## src/sv/env_kvs_pkg.sv

```systemverilog
`timescale 1ns / 1ps

package env_kvs_pkg;

	localparam int KEY_W    = 64;
	localparam int CFG_IDX_W = 2;

	localparam logic [7:0] CH_EQUALS  = 8'h3D;
	localparam logic [7:0] CH_NUL     = 8'h00;
	localparam logic [7:0] CH_NEWLINE = 8'h0A;

	localparam logic KIND_CHAR   = 1'b0;
	localparam logic KIND_FINISH = 1'b1;

	localparam logic STATUS_OK        = 1'b0;
	localparam logic STATUS_NOT_FOUND = 1'b1;

	typedef enum logic [CFG_IDX_W-1:0] {
		CFG_SEARCH_MODE = 2'd0,
		CFG_SEARCH_KEY  = 2'd1,
		CFG_KEY_LENGTH  = 2'd2
	} cfg_idx_t;

	// scan state carried from byte to byte
	typedef struct packed {
		logic [2:0] header_left;
		logic       printing_on;
		logic       still_matching;
		logic       at_entry_start;
		logic [3:0] match_position;
		logic       finished;
	} scan_state_t;

	// configuration registers as seen by the step logic
	typedef struct packed {
		logic             search_mode;
		logic [KEY_W-1:0] search_key;
		logic [3:0]       key_length;
	} scan_cfg_t;

	// one result of a step
	typedef struct packed {
		logic       emit;
		logic       kind;
		logic [7:0] out_char;
		logic       exit_status;
	} scan_result_t;

endpackage

```

## src/sv/env_kvs_step.sv

```systemverilog
`timescale 1ns / 1ps

module env_kvs_step #(
	parameter int MAX_KEY_BYTES = 8
) (
	input  env_kvs_pkg::scan_state_t  cur,
	input  env_kvs_pkg::scan_cfg_t    cfg,
	input  logic [7:0]                ch,
	input  logic                      eoi,
	output env_kvs_pkg::scan_state_t  nxt,
	output env_kvs_pkg::scan_result_t res
);
	import env_kvs_pkg::*;

	logic [3:0] klen;
	logic [7:0] key_byte;

	// key length clamped to what the key register can hold
	assign klen = (cfg.key_length > 4'(MAX_KEY_BYTES)) ? 4'(MAX_KEY_BYTES) : cfg.key_length;
	assign key_byte = cfg.search_key[{cur.match_position[2:0], 3'b000} +: 8];

	always_comb begin
		nxt = cur;
		res = '0;
		if (cur.finished) begin
			// input ignored until reset
		end else if (eoi) begin
			nxt.finished    = 1'b1;
			res.emit        = 1'b1;
			res.kind        = KIND_FINISH;
			res.exit_status = cur.printing_on ? STATUS_OK : STATUS_NOT_FOUND;
		end else if (cur.header_left != 3'd0) begin
			nxt.header_left = cur.header_left - 3'd1;
		end else if (ch == CH_NUL) begin
			if (cfg.search_mode && cur.printing_on) begin
				nxt.finished    = 1'b1;
				res.emit        = 1'b1;
				res.kind        = KIND_FINISH;
				res.exit_status = STATUS_OK;
			end else if (cur.at_entry_start) begin
				// empty entry ends the image
				nxt.finished    = 1'b1;
				res.emit        = 1'b1;
				res.kind        = KIND_FINISH;
				res.exit_status = cur.printing_on ? STATUS_OK : STATUS_NOT_FOUND;
			end else begin
				nxt.at_entry_start = 1'b1;
				nxt.still_matching = cfg.search_mode;
				nxt.match_position = 4'd0;
				res.emit           = cur.printing_on;
				res.kind           = KIND_CHAR;
				res.out_char       = CH_NEWLINE;
			end
		end else begin
			nxt.at_entry_start = 1'b0;
			if (cur.still_matching) begin
				if (cur.match_position >= klen) begin
					nxt.printing_on    = (ch == CH_EQUALS);
					nxt.still_matching = 1'b0;
				end else begin
					nxt.still_matching = (ch == key_byte);
					nxt.match_position = cur.match_position + 4'd1;
				end
			end
			res.emit     = cur.printing_on;
			res.kind     = KIND_CHAR;
			res.out_char = ch;
		end
	end

endmodule

```

## src/sv/env_block_key_value_scanner_unit.sv

```systemverilog
`timescale 1ns / 1ps

// environment image key/value scanner: takes one image byte per item and, after
// dropping the checksum header, either dumps every entry (nul shown as newline)
// or prints the value of the entry whose key matches the configured key; a
// finish item with exit status closes the scan, and later input is swallowed
// until reset. one input item is accepted every cycle unless the output register
// stalls; a result is registered: the byte sits in the input register, and the
// combinational step logic loads the output register from it when the stage
// advances. the output register stalls the input side only when it is full and
// not being taken. configuration is written through its own always-ready
// channel; the user must write it only while the block is idle, which the block
// itself does not enforce; writing search_mode reloads the match and print flags.

module env_block_key_value_scanner_unit #(
	parameter int MAX_KEY_BYTES = 8,
	parameter int HEADER_BYTES  = 4
) (
	input  logic                               clk,
	input  logic                               arst_n,
	// byte stream in
	input  logic                               in_valid,
	output logic                               in_ready,
	input  logic [7:0]                         data_byte,
	input  logic                               end_of_input,
	// results out
	output logic                               out_valid,
	input  logic                               out_ready,
	output logic                               kind,
	output logic [7:0]                         out_char,
	output logic                               exit_status,
	// configuration writes
	input  logic                               cfg_valid,
	output logic                               cfg_ready,
	input  logic [env_kvs_pkg::CFG_IDX_W-1:0]  cfg_index,
	input  logic [env_kvs_pkg::KEY_W-1:0]      cfg_data
);
	import env_kvs_pkg::*;

	// input register
	logic        valid_s1;
	logic [7:0]  data_s1;
	logic        eoi_s1;

	// scan state and configuration
	scan_state_t  state_q;
	scan_state_t  state_nxt;
	scan_cfg_t    cfg_q;
	scan_result_t res;

	// output register
	logic        out_valid_q;
	logic        kind_q;
	logic [7:0]  out_char_q;
	logic        exit_status_q;

	logic advance;
	logic cfg_wr;

	// the stage moves when the output register is free or being emptied
	assign advance   = !out_valid_q || out_ready;
	assign in_ready  = !valid_s1 || advance;
	assign cfg_ready = 1'b1;
	assign cfg_wr    = cfg_valid && cfg_ready;

	env_kvs_step #(
		.MAX_KEY_BYTES(MAX_KEY_BYTES)
	) u_step (
		.cur (state_q),
		.cfg (cfg_q),
		.ch  (data_s1),
		.eoi (eoi_s1),
		.nxt (state_nxt),
		.res (res)
	);

	// input register
	always_ff @(posedge clk or negedge arst_n) begin
		if (!arst_n) begin
			valid_s1 <= 1'b0;
		end else if (in_valid && in_ready) begin
			valid_s1 <= 1'b1;
		end else if (advance) begin
			valid_s1 <= 1'b0;
		end
	end

	always_ff @(posedge clk) begin
		if (in_valid && in_ready) begin
			data_s1 <= data_byte;
			eoi_s1  <= end_of_input;
		end
	end

	// scan state and configuration registers
	always_ff @(posedge clk or negedge arst_n) begin
		if (!arst_n) begin
			cfg_q                  <= '0;
			state_q.header_left    <= 3'(HEADER_BYTES);
			state_q.printing_on    <= 1'b1;
			state_q.still_matching <= 1'b0;
			state_q.at_entry_start <= 1'b1;
			state_q.match_position <= 4'd0;
			state_q.finished       <= 1'b0;
		end else begin
			if (valid_s1 && advance) begin
				state_q <= state_nxt;
			end
			if (cfg_wr) begin
				case (cfg_index)
					CFG_SEARCH_MODE: begin
						cfg_q.search_mode      <= cfg_data[0];
						state_q.printing_on    <= !cfg_data[0];
						state_q.still_matching <= cfg_data[0];
						state_q.match_position <= 4'd0;
					end
					CFG_SEARCH_KEY: begin
						cfg_q.search_key <= cfg_data;
					end
					CFG_KEY_LENGTH: begin
						cfg_q.key_length <= cfg_data[3:0];
					end
					default: begin
						// unused index, write dropped
					end
				endcase
			end
		end
	end

	// output register
	always_ff @(posedge clk or negedge arst_n) begin
		if (!arst_n) begin
			out_valid_q <= 1'b0;
		end else if (advance) begin
			out_valid_q <= valid_s1 && res.emit;
		end
	end

	always_ff @(posedge clk) begin
		if (advance && valid_s1 && res.emit) begin
			kind_q        <= res.kind;
			out_char_q    <= res.out_char;
			exit_status_q <= res.exit_status;
		end
	end

	assign out_valid   = out_valid_q;
	assign kind        = kind_q;
	assign out_char    = out_char_q;
	assign exit_status = exit_status_q;

endmodule
```

## config.mk

```make
export PLATFORM = sky130hd
export DESIGN_NAME = env_block_key_value_scanner_unit
export DESIGN_NICKNAME = d
export VERILOG_FILES = /design/src/sv/env_kvs_pkg.sv /design/src/sv/env_kvs_step.sv /design/src/sv/env_block_key_value_scanner_unit.sv
export SDC_FILE = /design/constraint.sdc
export NUM_CORES = 1
export LEC_CHECK = 0
export BUFFER_PORTS_ARGS = -buffer_cell sky130_fd_sc_hd__buf_2
export CAP_MARGIN = 20
export CORE_MARGIN = 1
export CORE_UTILIZATION = 40
export CTS_CLUSTER_DIAMETER = 80
export DETAILED_ROUTE_END_ITERATION = 10
export GPL_TIMING_DRIVEN = 0
export PLACE_DENSITY = 0.65
export REMOVE_ABC_BUFFERS = 1
export SLEW_MARGIN = 20
export SYNTH_ARGS = -nofsm -noshare
export SYNTH_HDL_FRONTEND = slang
export SYNTH_SLANG_ARGS = --single-unit
```

## constraint.sdc

```tcl
create_clock -name clk -period 3.55 [get_ports clk]
set_clock_uncertainty 0.15 [all_clocks]
set_input_delay 0.1775 -clock clk [delete_from_list [all_inputs] [get_ports clk]]
set_output_delay 0.1775 -clock clk [all_outputs]
set_load 0.005 [all_outputs]
```

Word-level counts from Yosys, hierarchy flattened
Index checks and enable logic that the tools add are counted.

Flip-flop bits (word level): 101. Input bits: 80. Output and inout port bits: 13. Word-level logic and storage cells: 87.

Add/sub/neg operators: 2. Magnitude comparators: 2. Equal/unequal tests: 5. Shift-type cells: 1. Mux-type cells: 38. Bitwise logic cells: 3. Reduce and logical (&&, ||, !) cells: 20.

Operators with widths (number): 64-bit by 7-bit indexed part select with 8-bit output (1); 8-bit 2-to-1 mux (5); 4-bit 2-to-1 mux (6); 11-bit 2-to-1 mux (2); 6-bit 2-to-1 mux (3); 1-bit 2-to-1 mux (14); 2-bit 2-to-1 mux (6); 10-bit 2-to-1 mux (1); 8-bit by 6-bit equality test with 1-bit output (second input constant) (1); 8-bit equality test (1); 8-bit zero test (1); 7-bit 2-to-1 mux (1); 2-bit AND reduction (3); 1-bit logical AND (5); 5-bit AND reduction (1); 4-bit by 1-bit adder with 4-bit output (second input constant) (1); 4-bit >= comparator (1); 4-bit > comparator (second input constant) (1); 4-bit AND reduction (1); 1-bit zero test (3); 1-bit NOT (3); 3-bit nonzero test (1); 3-bit OR reduction (1); 3-bit by 1-bit subtractor with 3-bit output (second input constant) (1); 6 further kinds (7).

Logic depth before layout (Yosys ltp)
Gate-level depths: netlist of run 1.

Depth in word-level cells: 12. Mapped depth: 10.

By module
A second synthesis of run 1 with hierarchy kept.

Cell total of the unflattened synthesis: 366. Area, all modules: 5220.0 sq um.

By module, submodules not included: env_block_key_value_scanner_unit (instances 1, cells each 218, area an instance 4016.4 sq um, sequential area each 2626.3 sq um); env_kvs_step (instances 1, cells each 148, area an instance 1203.7 sq um, sequential area each 0.0 sq um).

Worst setup path before layout of run 1
OpenSTA, ideal clock, no wires.

Path type: register -> register. Start: reg state_q[1] (netlist bit). End: reg state_q[4] (netlist bit). Library setup time: 0.072 ns. Arrival: 2.416 ns. Setup slack: 0.912 ns. Cell stages (with the launch flop): 11. Path buffers: 2. Clock period less this slack: 2.638 ns. Path through: dfrtp_1 buf_2 buf_2 inv_1 ha_1 nand2b_1 a211oi_1 o21ai_1 nor4_1 mux2_2 nor2_1.

Word-level cells in the longest chain between the ends: 10. Elaborated cells between the ends (all ways): 11. Classes of those cells: add/sub: 1; order compare: 1; mux: 9.

Ends and longest elaborated chain: start, declared (RTL line env_block_key_value_scanner_unit.sv:46) `scan_state_t state_q;`; start signal, assigned (RTL line env_block_key_value_scanner_unit.sv:107) `state_q <= state_nxt;`; 4-bit by 1-bit adder with 4-bit output / 4-bit >= comparator (equally long branches) (RTL line env_kvs_step.sv:62, env_kvs_step.sv:57); 4-bit 2-to-1 mux (*) (RTL line env_kvs_step.sv:57) `if (cur.match_position >= klen) begin`; 4-bit 2-to-1 mux (*) (RTL line env_kvs_step.sv:56) `if (cur.still_matching) begin`; 6-bit 2-to-1 mux (*) (RTL line env_kvs_step.sv:34) `end else if (ch == CH_NUL) begin`; 8-bit 2-to-1 mux (*) (RTL line env_kvs_step.sv:32) `end else if (cur.header_left != 3'd0) begin`; 7-bit 2-to-1 mux (*) (RTL line env_kvs_step.sv:27) `end else if (eoi) begin`; 8-bit 2-to-1 mux (*) (RTL line env_kvs_step.sv:25) `if (cur.finished) begin`; 8-bit 2-to-1 mux (*) (RTL line env_block_key_value_scanner_unit.sv:106) `if (valid_s1 && advance) begin`; 4-bit 2-to-1 mux (RTL line env_block_key_value_scanner_unit.sv:110) `case (cfg_index)`; 4-bit 2-to-1 mux (*) (RTL line env_block_key_value_scanner_unit.sv:109) `if (cfg_wr) begin`.

Mark *: on every way between the ends. The rest lies on a longest branch, timed or not. A chain may end at the register's enable or synchronous reset.

Worst setup path in the final report of run 1
Same ends and word-level chain as after synthesis.

==> results of run 1 <==
## registers in the layout, summed over array words and instances (netlist names)
name / count
eoi_s1: 1
exit_status: 1
cfg_q: 69
state_q: 11
valid_s1: 1
kind: 1
out_valid: 1
out_char: 8
data_s1: 8
## metrics by stage
step / instance area [um^2] / utilization [%] / power, mW
global route: 6400 / 56.0 / 3.08
detailed placement: 5340 / 46.8 / 1.94
CTS: 6400 / 56.0 / 2.97
floorplan: 4620 / - / 1.77
finish: 6400 / 56.0 / 2.93
global placement: 5260 / 46.0 / 1.91
## layer usage
metal	part of all wire, %	track usage [%]	routed length [um]	vias up
met5	0	0	0	-
met4	1.5	6.13	150	0
met3	3.3	3.46	332	12
met2	50	29.6	4960	74
met1	46	22.6	4560	1598
li1	-	-	-	1564
## worst paths after layout
| path | startpoint | to | slack [ps] | depth (start not counted) |
|---|---|---|---|---|
| setup reg to reg | state_q[1] | state_q[4] | 570 | 8 |
| setup / recovery | state_q[1] | state_q[4] | 570 | 8 |
| hold / removal | cfg_index[1] | state_q[7] | 20 | 3 |
| max in group asynchronous | arst_n | state_q[7] | 2450 | 3 |
| min in group asynchronous | arst_n | cfg_q[66] | 150 | 2 |
| hold reg to reg | state_q[8] | state_q[8] | 340 | 1 |
## worst min-delay path: cells and delay by family
kind	cells	cell delay (ps)
buffers and inverters	1	100
multiplexers	1	130
AND/OR/NAND/NOR	1	100
## cell type report
class	count	area, um^2	share of cell area (%)
repair buffers	173	1300	20.3
clock buffers	10	239	3.73
multi-input cells	210	1970	30.8
inverters	9	33.8	0.528
flip-flops and latches	101	2630	41.1
well taps	143	179	2.80
clock inverters	6	51.3	0.802
## placed cells by master, fill, tap and decap left out, types with 2 or more instances in the layout
cell,netlist,routed
sky130_fd_sc_hd__a31oi_1,2,2
sky130_fd_sc_hd__mux2i_1,16,16
sky130_fd_sc_hd__clkbuf_16,0,9
sky130_fd_sc_hd__mux2_2,76,76
sky130_fd_sc_hd__nand3_1,2,2
sky130_fd_sc_hd__buf_2,3,90
sky130_fd_sc_hd__xor2_1,5,5
sky130_fd_sc_hd__nor2b_1,3,3
sky130_fd_sc_hd__nand2b_1,4,4
sky130_fd_sc_hd__a221oi_1,3,3
sky130_fd_sc_hd__edfxtp_1,19,19
sky130_fd_sc_hd__a21oi_1,7,7
sky130_fd_sc_hd__nand3b_1,3,3
sky130_fd_sc_hd__nor3_1,2,2
sky130_fd_sc_hd__o22ai_1,3,3
sky130_fd_sc_hd__inv_1,9,9
sky130_fd_sc_hd__nand2_1,12,12
sky130_fd_sc_hd__mux4_2,10,10
sky130_fd_sc_hd__nand4_1,2,2
sky130_fd_sc_hd__dfrtp_1,79,78
sky130_fd_sc_hd__nor2_1,14,14
sky130_fd_sc_hd__and2_1,6,6
sky130_fd_sc_hd__xnor2_1,4,4
sky130_fd_sc_hd__inv_6,0,2
sky130_fd_sc_hd__dlygate4sd3_1,0,77
sky130_fd_sc_hd__ha_1,7,7
sky130_fd_sc_hd__o21a_1,2,2
sky130_fd_sc_hd__buf_6,1,4
sky130_fd_sc_hd__o211ai_1,2,2
sky130_fd_sc_hd__and2b_2,2,2
sky130_fd_sc_hd__o21ai_0,5,5
sky130_fd_sc_hd__dfstp_2,3,3
## power groups by stage
stage               registers, mW  logic, mW  clock network (mW)
floorplan                    1.44      0.329                   0
global placement             1.47      0.441                   0
detailed placement           1.48      0.454                   0
CTS                          1.46      0.523               0.983
global route                 1.48      0.574                1.03
finish                       1.46      0.518               0.952
## cells by family (layout without fill, tap and decap cells)
kind of cell,count (synthesis),count (layout),synth area share (%)
mux,102,102,26.4
flops,101,101,55.9
simple gates,60,60,7.51
compound gates,31,31,4.23
buf+inv,23,198,2.37
xor+xnor,9,9,1.68
fa+ha+maj,7,7,1.86
other cells,1,1,0.0798
## repair_timing
action | 4_1_cts | 5_1_grt
hold buffers | 77 | 0
endpoints found under the hold margin | 106 | 0
gates resized for setup | 0 | 0
==> summary by stage, run 1 <==
Outcome
The run finished with clean final reports.

Global routing
The remaining global-route overflow is 0. The global-route wire length before repair is 16700 um. The aggregate global-route resource usage is 17.6%.

The initial antenna violation count is 0. The number of global-route vias before repair is 3374. The pin count of the biggest net entering global routing is 55.

Logic synthesis
By count the netlist is led by sky130_fd_sc_hd__dfrtp_1, sky130_fd_sc_hd__mux2_2, sky130_fd_sc_hd__edfxtp_1, sky130_fd_sc_hd__mux2i_1, sky130_fd_sc_hd__nor2_1. The cell area after synthesis is approximately 4700 um^2. After synthesis, the share of flip-flops with an asynchronous set or reset is 81.2%.

Synthesis instantiated 51 different standard cells from the library. For this run, the leading register cell type out of synthesis is sky130_fd_sc_hd__dfrtp_1. The synthesized design spends more area on one cell type than any other, namely sky130_fd_sc_hd__dfrtp_1. Summing the sequential cell areas from Yosys gives 55.9% of the chip area. For this run, the number of Yosys warnings is 0. The area share of the largest cell type after synthesis is between 40% and 50%. By area the synthesized netlist is led by sky130_fd_sc_hd__dfrtp_1, sky130_fd_sc_hd__mux2_2, sky130_fd_sc_hd__edfxtp_1. Synthesis produced a netlist whose cell count is 334. The synthesized area per cell is roughly 14 um^2. The count of state elements after synthesis is 101. The number of flops mapped to enable cells by yosys is 19. sky130_fd_sc_hd__dfrtp_1 is the most common cell in the netlist.

Placed design
The placed instance count is approximately 560. At the end of routability-driven placement, the weighted congestion stood at 0.748. The total half-perimeter wirelength after legalization and detailed placement is 6630 um. At the placement stage, the worst setup path has a slack of about 540 ps. The count of input and output buffers is 91.

Die
The die extent in y is 110 um. For this configuration, the core starts out at a cell density of 41.2%. The boundary pin count is 93. The row count is 39. The die is around 110 um wide.

The die outline area is 12200 um^2. The core outline area is 11400 um^2.

Power and ir drop
The total internal power is 2.18 mW. Dividing total power by cell area gives a power density of 458 nW/um^2. The peak ir drop on the vdd network is around 0.30 mV. Net switching is 25.5% of the power. The clock network power share is between 30% and 40%. The fraction of power consumed by sequential logic is 49.8%. The leakage power summed over all cells is 2.76 nW.

The combinational group share of total power is 17.7%. The total net switching power is 747 uW.

Worst setup path
The highest-delay cell along the critical path is sky130_fd_sc_hd__dfrtp_2. The arrival time at the worst endpoint is 3110 ps. The buffering stage count on the worst path with inverters included is 1. The critical path goes through inv_1, ha_1, nand2b_1, a211oi_1, o21ai_1, nor4_1, mux2_2, nor2_1. Of all nets on the critical path, the largest fanout is 25. The dominant delay contributor by cell family on the critical path is flip-flops.

The startpoint-to-endpoint class of the critical path is flip-flop to flip-flop. STA classifies the critical path startpoint as a flip-flop. The biggest cell delay along the critical path is 880 ps. The worst setup path is captured at a flip-flop. The data required time at the worst endpoint is 3680 ps.

Detailed routing
The number of iterations in the first detailed-routing pass is 4. The DRC violation count after routing is 0. The wire length reported by the detailed router is 10000 um. In the final routed layout, each cell accounts on average for 15.3 um. The via density per instance is 4.98. The number of vias after detailed routing is 3248. The detail route stage leaves a number of antenna-violating nets equal to 0. The number of violations reported at the end of detailed-routing iteration 0 is 80.

Clock network
The clock tree synthesis step divided the H-tree into 3 levels. The clock latency reported for the late side of the worst-skew pair is 350 ps. The tree is rooted in a sky130_fd_sc_hd__clkbuf_16. TritonCTS built the clock tree. In this run the deepest clock path goes through 2 buffers. In this run the post-CTS setup repair buffer count came out at 0.

The clock-pin slew on the worst setup and hold paths is 70 ps. The clock net in this run drives a total of 101 sinks. Clock tree synthesis inserted a total of 9 buffers.

STA
Setup repair after global routing left no endpoint under its margin. The setup TNS after final layout is 0 ps. The tightest hold path in the finished design has a slack of 21.0 ps. The max-slew violation total from the final report was 0. Timing would allow up to 336 MHz.

The relative slew slack is 48.5%. The slew at the pin closest to its max-slew limit is 773 ps. The least setup slack across all paths after layout is 571 ps. The post-route minimum period is 2980 ps. The final number of setup-violating endpoints is 0. The final cycle utilization of the critical path is 83.9%. The final-report hold violation count was 0.

Hold path
The path class of the lowest-slack min-delay path is input pin to flip-flop.

Job
The tool flagged a number of max-cap violations equal to 0.

Final layout
The post-route netlist has 41.7% of its cells at a drive strength greater than 1. Compared with the post-synthesis result, the final layout area differs by 36.1%. The count of filler cells inserted in the layout is 965. The repair_antennas step left the layout with diodes totalling 0. The final layout contains 591 nets. The filler-free cell count of the finished design is 652.
Power figures use the tool's default switching activity.
==> run 2, diff against run 1 <==
- PLACE_DENSITY: 0.65 -> 0.67
- clock period: 3.55 -> 2.4 ns (I/O delays scaled with it)
==> run 2 against run 1 <==
Effect of this change: worst hold slack gained 87 ps; clock-buffer cell count down 1; worst setup slack lost 450 ps; total power grew 48%; first-iteration DRC count increased by 14%; critical path depth unchanged; flip-flop and latch count is the same; register-to-register slack got worse by 450 ps.
==> summary by stage, run 2 (synthesis results as in run 1) <==
STA
The final cycle utilization of the critical path is 94.9%. The final number of setup-violating endpoints is 0. In this run the tightest slew margin relative to its limit is 51.8%. For the pin with the worst max-slew slack, the measured transition is 720 ps. The post-route minimum period is about 2300 ps. The setup TNS after final layout is 0 ps. Setup slack on the critical path of the routed design comes to approximately 120 ps. The max-slew violation total from the final report is 0. The maximum clock frequency is between 400 and 500 MHz. Final hold analysis gives a worst-case slack of 108 ps. The final-report hold violation count was 0. Setup repair after global routing left no endpoint under its margin.

Clock network
TritonCTS created 9 clock buffers. Counting every sink on the clock net gives 101. The clock passes through at most 2 buffers. The later pin in the worst-skew pair is clocked with a latency of approximately 350 ps. The clock-pin slew on the worst setup and hold paths is 70 ps. TritonCTS built the clock tree. In this run the number of H-tree levels came out at 3. CTS placed an instance of sky130_fd_sc_hd__clkbuf_16 at the clock tree root.

Global routing
The number of global-route vias before repair is 3570. The global-route wire length before repair is 17400 um. The initial antenna violation count is 0.

Entering global routing, the biggest net connects 52 pins. The aggregate global-route resource usage is 18.2%. After global routing the overflow that remains totals 0.

Placed design
The routability-driven placement congestion ratio is 0.782. The setup slack after placement is -632 ps. The total placed instance area is 5340 um^2. During placement, the flow inserted port buffers numbering 91. Once detailed placement completed, the half-perimeter wirelength came to 6820 um.

Worst setup path
The critical path goes through inv_1, ha_1, nand2b_1, a211oi_2, o21ai_2, nor4_2, mux2_2, nor2_1. The worst-path maximum fanout is 5. The highest-delay cell along the critical path is sky130_fd_sc_hd__dfrtp_4. The dominant delay contributor by cell family on the critical path is flip-flops.

The worst setup path is of the flip-flop to flip-flop kind. For the worst setup path, the data arrival time is 2410 ps. STA puts the critical path data required time at 2530 ps. The type of origin of the critical path is a flip-flop.

The buffering stage count on the worst path with inverters included is 1. The kind of end point of the critical path is a flip-flop. For this run, the slowest stage of the critical path takes 490 ps.

Job
Across the run, the number of max-cap violations was 0.

Detailed routing
After detailed routing, the number of vias per cell comes to 4.95. For this block, the routed nets add up to 10400 um of wire. The number of violations reported at the end of detailed-routing iteration 0 is 91. Dividing the detail-routed wire length by the instance count gives 15.7 um. The number of nets with antenna violations after routing is 0. Across all layers, the routed design uses between 3000 and 4000 vias.

In the routed design, unresolved DRC markers number 0. The number of iterations in the first detailed-routing pass is 4.

Die
The initial standard-cell utilization of the core is 41.2%. The row count is 39. The die outline area is 12200 um^2.

During I/O placement, the number of pins put on the boundary was 93. The die is 110 um wide. In this run the standard cell core region covers 11400 um^2.

The die extent in y is ~110 um.

Final layout
The net count of the finished layout is between 600 and 700. Leaving out fill and tap cells, the most frequent cells in the layout are sky130_fd_sc_hd__buf_2, sky130_fd_sc_hd__dlygate4sd3_1, sky130_fd_sc_hd__mux2_2, sky130_fd_sc_hd__dfrtp_1, sky130_fd_sc_hd__edfxtp_1. Leaving out fill and tap cells, the most frequent cell in the layout is sky130_fd_sc_hd__buf_2. In the final layout, the registers with the most flip-flops are cfg_q (69), state_q (11). Ranked by flip-flop count, first place goes to cfg_q. The area used by sequential logic in the layout is approximately 2600 um^2.

The filler cells instantiated in the layout total a little under 1000. The proportion of layout cells with a drive suffix above 1 is 43.5%. The post-synthesis to final-layout area growth is 38.5%. The register with the most flip-flops in the layout has 69 of them. In the final layout, the multi-input gates occupy 1980 um^2.

The number of antenna diodes in the final layout is 0. The finished cells cover approximately 6500 um^2.

Power and ir drop
For this design the ratio of total power to cell area is 665 nW/um^2. IR analysis of the VDD net gives a maximum drop of 0.327 mV. The leakage power summed over all cells is 2.81 nW.

Outcome
The run finished with clean final reports.

Hold path
The path class of the lowest-slack min-delay path is input pin to flip-flop.
-- run 2: power breakdown --
part | switching [mW] | internal, mW | leakage (nW)
clock | 0.665 | 0.718 | 0.138
combinational | 0.296 | 0.490 | 1.52
sequential | 0.159 | 2.00 | 1.15
-- run 2: layer usage --
metal,up-vias,global-route usage (%),share of wire (%)
met5,-,0,0
met4,0,7.64,1.7
met3,11,2.52,2.6
met2,63,31.8,51
met1,1621,22.6,45
li1,1584,-,-
-- run 2: worst min-delay path, cell delays in order --
cell and delay (ps):
sky130_fd_sc_hd__buf_2 110, sky130_fd_sc_hd__nor3b_2 230, sky130_fd_sc_hd__mux2i_1 140
-- run 2: what timing repair did --
action / in CTS / in global routing
setup endpoints to repair: 16 / 25
endpoints found under the hold margin: 163 / 0
pin swaps: 1 / 1
hold buffers: 79 / 0
setup buffers: 4 / 4
resized for setup: 5 / 4
-- run 2: path summary, 6_finish.rpt --
path,startpoint,endpoint,slack [ps],cells after the start
max,state_q[1],state_q[4],120,8
min,cfg_valid,state_q[7],110,3
max reg2reg,state_q[1],state_q[4],120,8
min reg2reg,state_q[8],state_q[8],330,1
max in group asynchronous,arst_n,state_q[10],1310,3
min in group asynchronous,arst_n,cfg_q[58],120,2
-- run 2: cell type report --
type	count	area share [%]
Sequential cell	101	40.4
Multi-Input combinational cell	210	30.5
Timing Repair Buffer	183	21.5
Clock buffer	9	3.46
Tap cell	143	2.75
Clock inverter	7	0.903
Inverter	9	0.519
-- run 2: through the flow --
stage | util [%] | cells | total power [mW]
after floorplan | - | 320 | 2.62
after global placement | 46.0 | 554 | 2.82
after detailed placement | 46.8 | 559 | 2.87
after CTS | 56.6 | 658 | 4.37
after global routing | 57.0 | 662 | 4.55
final | 57.0 | 662 | 4.33
